`src/rtl/assert_macros.svh`:
```
// ----------------------------------------------------------------------------
// assert_macros.svh
// clocked assertion helpers, sampled on i_clk and disabled while in reset
// ----------------------------------------------------------------------------
`ifndef ASSERT_MACROS_SVH
`define ASSERT_MACROS_SVH

// same-cycle implication
`define CHK_NOW(lbl, ante, cons, msg) \
    lbl: assert property (@(posedge i_clk) disable iff (!i_rst_n) (ante) |-> (cons)) \
        else $error(msg);

// next-cycle implication
`define CHK_NEXT(lbl, ante, cons, msg) \
    lbl: assert property (@(posedge i_clk) disable iff (!i_rst_n) (ante) |=> (cons)) \
        else $error(msg);

`endif

```
`src/rtl/chtl_pkg.sv`:
```
// ----------------------------------------------------------------------------
// chtl_pkg
// shared types and constants of the chained hash table lookup core
// ----------------------------------------------------------------------------
`timescale 1ns / 1ps

package chtl_pkg;

    localparam int LETTER_W    = 5;
    localparam int DIGIT_W     = 4;
    localparam int ITEM_NUM_W  = 16;
    localparam int DIV_W       = 7;
    localparam int CODE_W      = 14;
    localparam int CNT_W       = 4;
    localparam int OUT_NUM_W   = 16;
    localparam int BKT_OUT_W   = 6;
    localparam int LETTER_SPAN = 26;
    localparam int DIGIT_SPAN  = 10;
    localparam int TS_RESET    = 64;

    localparam logic OP_INSERT = 1'b0;
    localparam logic OP_SEARCH = 1'b1;

    typedef enum logic [2:0] {
        ST_INSERTED  = 3'd0,
        ST_DUPLICATE = 3'd1,
        ST_FULL      = 3'd2,
        ST_FOUND     = 3'd3,
        ST_NOT_FOUND = 3'd4
    } t_status;

    typedef struct packed {
        logic [LETTER_W-1:0] first;
        logic [LETTER_W-1:0] second;
        logic [DIGIT_W-1:0]  digit;
    } t_key;

    localparam int KEY_W = $bits(t_key);

    typedef struct packed {
        logic busy;
        logic done;
    } t_mod_status;

    function automatic logic [CODE_W-1:0] key_code(input t_key k);
        key_code = CODE_W'(k.first) * CODE_W'(LETTER_SPAN * DIGIT_SPAN)
                 + CODE_W'(k.second) * CODE_W'(DIGIT_SPAN)
                 + CODE_W'(k.digit);
    endfunction

endpackage

```
`src/rtl/chtl_mod_unit.sv`:
```
// ----------------------------------------------------------------------------
// chtl_mod_unit
// restoring remainder unit, one code bit per cycle through one subtractor
// ----------------------------------------------------------------------------
`timescale 1ns / 1ps

module chtl_mod_unit (
    input  logic                        i_clk,
    input  logic                        i_rst_n,
    input  logic                        i_start,
    input  logic [chtl_pkg::CODE_W-1:0] i_code,
    input  logic [chtl_pkg::DIV_W-1:0]  i_divisor,
    output chtl_pkg::t_mod_status       o_status,
    output logic [chtl_pkg::DIV_W-1:0]  o_rem
);
    import chtl_pkg::*;

    logic              r_busy;
    logic              r_done;
    logic [CNT_W-1:0]  r_cnt;
    logic [CODE_W-1:0] r_code;
    logic [DIV_W-1:0]  r_div;
    logic [DIV_W-1:0]  r_rem;
    logic [DIV_W-1:0]  n_rem;
    logic [DIV_W:0]    w_shift;
    logic [DIV_W+1:0]  w_trial;

    always_comb begin
        w_shift = {r_rem, r_code[CODE_W-1]};
        w_trial = {1'b0, w_shift} - {2'b00, r_div};
        if (w_trial[DIV_W+1]) begin
            n_rem = w_shift[DIV_W-1:0];
        end else begin
            n_rem = w_trial[DIV_W-1:0];
        end
    end

    always_ff @(posedge i_clk) begin
        if (!i_rst_n) begin
            r_busy <= 1'b0;
            r_done <= 1'b0;
            r_cnt  <= '0;
        end else begin
            r_done <= 1'b0;
            if (i_start) begin
                r_busy <= 1'b1;
                r_cnt  <= '0;
                r_code <= i_code;
                r_div  <= i_divisor;
                r_rem  <= '0;
            end else if (r_busy) begin
                r_rem  <= n_rem;
                r_code <= {r_code[CODE_W-2:0], 1'b0};
                r_cnt  <= r_cnt + CNT_W'(1);
                if (r_cnt == CNT_W'(CODE_W - 1)) begin
                    r_busy <= 1'b0;
                    r_done <= 1'b1;
                end
            end
        end
    end

    assign o_status.busy = r_busy;
    assign o_status.done = r_done;
    assign o_rem         = r_rem;

endmodule

```
`config.mk`:
```
export PLATFORM = sky130hd
export DESIGN_NAME = chtl_mod_unit
export DESIGN_NICKNAME = d
export VERILOG_FILES = /design/src/rtl/assert_macros.svh /design/src/rtl/chtl_pkg.sv /design/src/rtl/chtl_mod_unit.sv
export SDC_FILE = /design/constraint.sdc
export NUM_CORES = 1
export LEC_CHECK = 0
export BUFFER_PORTS_ARGS = -buffer_cell sky130_fd_sc_hd__buf_2
export CELL_PAD_IN_SITES_DETAIL_PLACEMENT = 0
export CELL_PAD_IN_SITES_GLOBAL_PLACEMENT = 1
export CORE_MARGIN = 1
export CORE_UTILIZATION = 39
export DETAILED_ROUTE_END_ITERATION = 12
export GPL_TIMING_DRIVEN = 0
export PLACE_DENSITY_LB_ADDON = 0.1
export SETUP_SLACK_MARGIN = 0.02
export SLEW_MARGIN = 30
export SYNTH_ARGS = -nofsm -noshare
export SYNTH_HDL_FRONTEND = slang
export SYNTH_SLANG_ARGS = --single-unit
```
`constraint.sdc`:
```
create_clock -name i_clk -period 2 [get_ports i_clk]
set_input_delay 0.4 -clock i_clk [delete_from_list [all_inputs] [get_ports i_clk]]
set_output_delay 0.4 -clock i_clk [all_outputs]
set_load 0.05 [all_outputs]
```
-- Word level (Yosys, flattened, before mapping)
Index checks and enable logic that the tools add are counted.
- logic and storage cells: 24
- bits in registers: 34
- equal/unequal tests: 1
- bitwise logic cells: 2
- muxes and demuxes: 8
- reduce and logical (&&, ||, !) cells: 5
- add/sub/neg operators: 2
- operators by type and width (kind ; count):
    14-bit 2-to-1 mux ; 2
    7-bit 2-to-1 mux ; 2
    8-bit by 7-bit subtractor with 9-bit output ; 1
    4-bit by 1-bit adder with 4-bit output, second input constant ; 1
    4-bit == test, second input constant ; 1
    1-bit 2-to-1 mux ; 4
    2-bit AND reduction ; 2
    3-bit OR reduction ; 1
    1-bit NOT ; 2
    2-bit nonzero test ; 1
    2-bit OR reduction ; 1

-- Depth between registers and ports, before layout
- depth in word-level cells: 4
- gate-level depth with buffers: 9

-- Worst setup path after synthesis
OpenSTA, ideal clock, no wires.
- path type: register to register
- from: register r_rem[0], in the netlist o_rem[0]
- to: register r_rem[5], in the netlist o_rem[5], data pin
- setup time: 0.256 ns
- period minus slack after synthesis: 2.302 ns
- data arrival time: 2.046 ns
- setup slack: -0.302 ns
- path buffers: 1
- stages on the path, launching flop included: 9
- cell sequence: edfxtp_1 -> inv_1 -> fa_1 -> nor2b_1 -> o31a_1 -> o21a_1 -> buf_6 -> nor3b_2 -> a41o_1
- cells in the longest elaborated chain, start to end: 3
- RTL lines (element ; line ; RTL):
    start, declared ; chtl_mod_unit.sv:23 ; logic [DIV_W-1:0] r_rem;
    start signal, assigned ; chtl_mod_unit.sv:52 ; r_rem <= n_rem;
    8-bit by 7-bit subtractor with 9-bit output ; chtl_mod_unit.sv:30 ; w_trial = {1'b0, w_shift} - {2'b00, r_div};
    7-bit 2-to-1 mux ; chtl_mod_unit.sv:31 ; if (w_trial[DIV_W+1]) begin
    7-bit 2-to-1 mux ; chtl_mod_unit.sv:51 ; end else if (r_busy) begin
No other way between the ends. The select of a mux whose other input is x is not followed.
A chain may end at the register's enable or synchronous reset.

-- Final worst setup path
- from: register r_div[0]
- to: register r_rem[2], in the netlist o_rem[2], data pin
- cells in the longest elaborated chain, start to end: 3
- RTL lines (element ; line ; RTL):
    start, declared ; chtl_mod_unit.sv:22 ; logic [DIV_W-1:0] r_div;
    start signal, assigned ; chtl_mod_unit.sv:49 ; r_div <= i_divisor;
    8-bit by 7-bit subtractor with 9-bit output ; chtl_mod_unit.sv:30 ;
    7-bit 2-to-1 mux ; chtl_mod_unit.sv:31 ;
    7-bit 2-to-1 mux ; chtl_mod_unit.sv:51 ;
No other way between the ends. The select of a mux whose other input is x is not followed.

==> impl_metrics.ini <==
[die]
dieArea_um2 = 4610
die_h_um = 67.9
io_pins = 33
num_rows = 23
start_util = 0.415
chipWidth_um = 67.9
coreArea_um2 = 4090

[finish]
fin_cells = 231
n_fill_cell = 395
fin_nets = 215
antenna-diode-count = 0
syn2layout_area_growth_pct = 27.7
final_area_um2 = 2170
final_core_utilization = 0.530
drive_gt1_frac = 0.420
multi_input_area_um2 = 711
layout.area.seq_um2 = 961

[place]
hpwl_um = 2150
dp_slack_ns = -0.242
post-place-cells = 214
placed_cell_area_um2 = 1920
place.gp.congestion = 0.695
port_buffers = 31

[clocking]
numClockSinks = 34
htreeDepth = 2
clockBufferDepth = 2
cts_root_buffer = clkbuf_8
cts.clk_slew.worst_paths_ns = 0.07
cts_buffers = 5
insertion_delay_ns = 0.28
cts_tree = built

[synth]
synth_area_leaders = edfxtp_1 (50%), mux2_2 (8.6%), dfxtp_1 (7.1%)
synth_top_area_frac = 0.496
ys_ff_latch = 34
yosysSeqAreaShare = 0.567
syn_avg_cell_area_um2 = 12.7
ys.flop_type = edfxtp_1
synth_cell_types = 35
postSynth.asyncResetShare = 0
syn-cell-area_um2 = 1700
synth_largest_area_cell = edfxtp_1
synth_edf_count = 28
yosysWarningCount = 0
syn-num-nets = 167
synth_cells = 133

[power_and_ir_drop]
powerDensity_nw_per_um2 = 876
totalPowerFinal_mw = 1.90
ir_worst_vdd_v = 0.000400
leakage_nw = 0.908

[timing]
tightest_slew_ns = 0.535
fmax_mhz = 466
finClkSkew_ns = 0.00428
fin_setup_tns_ns = -0.840
final_max_slew_viol_count = 0
fin_crit_ns = 2.15
grt_setup_unrepaired = yes
hold_violations = 0
period_share = 1.07
finalWorstSetupSlack_ns = -0.146
finalSetupViolations = 7
whs_ns = 0.287
relSlewSlack = 0.643

[critical_path]
cp-end-kind = flip-flop
reg2reg_slack_ns = -0.15
rr_worst_depth = 8
path_class = flip-flop to flip-flop
critPathArrivalTime_ns = 2.18
r2r-start = r_div[0]
cp.required_ns = 2.03
path_max_fanout = 5
timing.rr.end = o_rem[2]
start_kind = flip-flop
cp-startpoint = r_div[0]

[global_route]
grt_max_degree = 23
grt_pass1_vias = 1082
grt_pass1_wl_um = 5040
grt_usage = 0.157
overflow = 0
antenna_found_initial = 0

[route]
drc = 0
post_drt_wl_per_cell_um = 13.7
first_pass_iters = 4
drtIter0Drc = 39
routed_via_density = 4.87
routed_wl_um = 3160
antenna_left = 0
vias = 1126

[min_path]
whs_endpoint = r_div[0]
hold_path_class = input pin to flip-flop
hold_depth = 1
worst_hold_startpoint = i_divisor[0]

[outcome]
failed_checks = negative setup slack
outcome = complete, but fails checks

[job]
drv_cap = 0
==> sequential cells by signal (all words and copies together), names as in the netlist <==
name and flops:
r_done 1, o_rem 7, r_code 14, r_busy 1, r_div 7, r_cnt 4
==> worst max path at each step <==
stage,end,slack [ns]
5_1_grt,o_rem[2],-0.23
4_1_cts,o_rem[1],-0.15
3_5_place_dp,o_rem[2],-0.24
6_report,o_rem[2],-0.15
3_3_place_gp,o_rem[2],-0.21
2_1_floorplan,o_rem[5],-0.27
==> final cells by class <==
cell class | count | area share
Clock inverter | 2 | 0.0156
Timing Repair Buffer | 41 | 0.110
Clock buffer | 5 | 0.0318
Multi-Input combinational cell | 79 | 0.328
Inverter | 13 | 0.0225
Buffer | 7 | 0.0196
Tap cell | 50 | 0.0289
Sequential cell | 34 | 0.444
==> placed cells by master, fill, tap and decap left out, types with 2 or more instances in the layout <==
cell / count
mux2_2: 13
a21oi_1: 3
edfxtp_1: 28
a211oi_2: 2
xnor2_1: 2
nor2_1: 14
ha_1: 7
o21ai_0: 4
buf_4: 10
buf_6: 3
o21a_1: 4
clkbuf_8: 5
inv_1: 12
buf_2: 32
mux2i_1: 2
o31a_1: 2
dfxtp_1: 6
nand2_1: 4
xor2_1: 2
ha_4: 2
clkbuf_1: 3
==> power by group <==
part	internal (mW)	leakage (nW)	switching [mW]
Sequential	0.827	0.317	0.0236
Clock	0.360	0.0517	0.238
Combinational	0.217	0.539	0.231
==> critical path, stage by stage, from the launching register on <==
cell and delay (ns):
edfxtp_1 0.43, ha_4 0.19, fa_2 0.35, nor2b_1 0.15, o31a_1 0.18, o21a_1 0.18, buf_6 0.15, mux2i_4 0.23
nor2_1 0.05
==> kinds of logic (layout without fill, tap and decap cells) <==
| kind of cell | Yosys count | in the layout | synth area share |
|---|---|---|---|
| flops | 34 | 34 | 0.567 |
| simple gates | 29 | 29 | 0.0908 |
| xor+xnor | 4 | 4 | 0.0207 |
| fa+ha+maj | 10 | 10 | 0.0782 |
| buf+inv | 20 | 68 | 0.0539 |
| compound gates | 20 | 20 | 0.0856 |
| mux | 16 | 16 | 0.104 |
==> repair_timing <==
| item | in CTS | in global routing |
|---|---|---|
| resized for setup | 9 | 4 |
| setup buffers | 6 | 4 |
| hold buffers | 0 | 0 |
| gates cloned | 1 | 0 |
| pin swaps | 6 | 4 |
| endpoints found under the setup margin | 7 | 7 |
==> synth_stat cells (2+ instances only) <==
| cell | n |
|---|---|
| dfxtp_1 | 6 |
| clkbuf_1 | 3 |
| inv_1 | 13 |
| o21a_1 | 5 |
| nor2_1 | 14 |
| o31a_1 | 2 |
| a21oi_1 | 3 |
| buf_4 | 2 |
| ha_1 | 9 |
| mux2_2 | 13 |
| mux2i_1 | 3 |
| nand2_1 | 4 |
| o21ai_0 | 4 |
| xor2_1 | 2 |
| xnor2_1 | 2 |
| a211oi_2 | 2 |
| edfxtp_1 | 28 |
==> per-layer routing <==
layer  vias to the layer above  routed length [µm]  track usage
met3                         5                 144       0.0650
li1                        572                   -            -
met1                       527                1410        0.183
met4                         0                  54       0.0625
met2                        22                1550        0.256
met5                         -                   0            0
(Power assumes the default switching activity.)
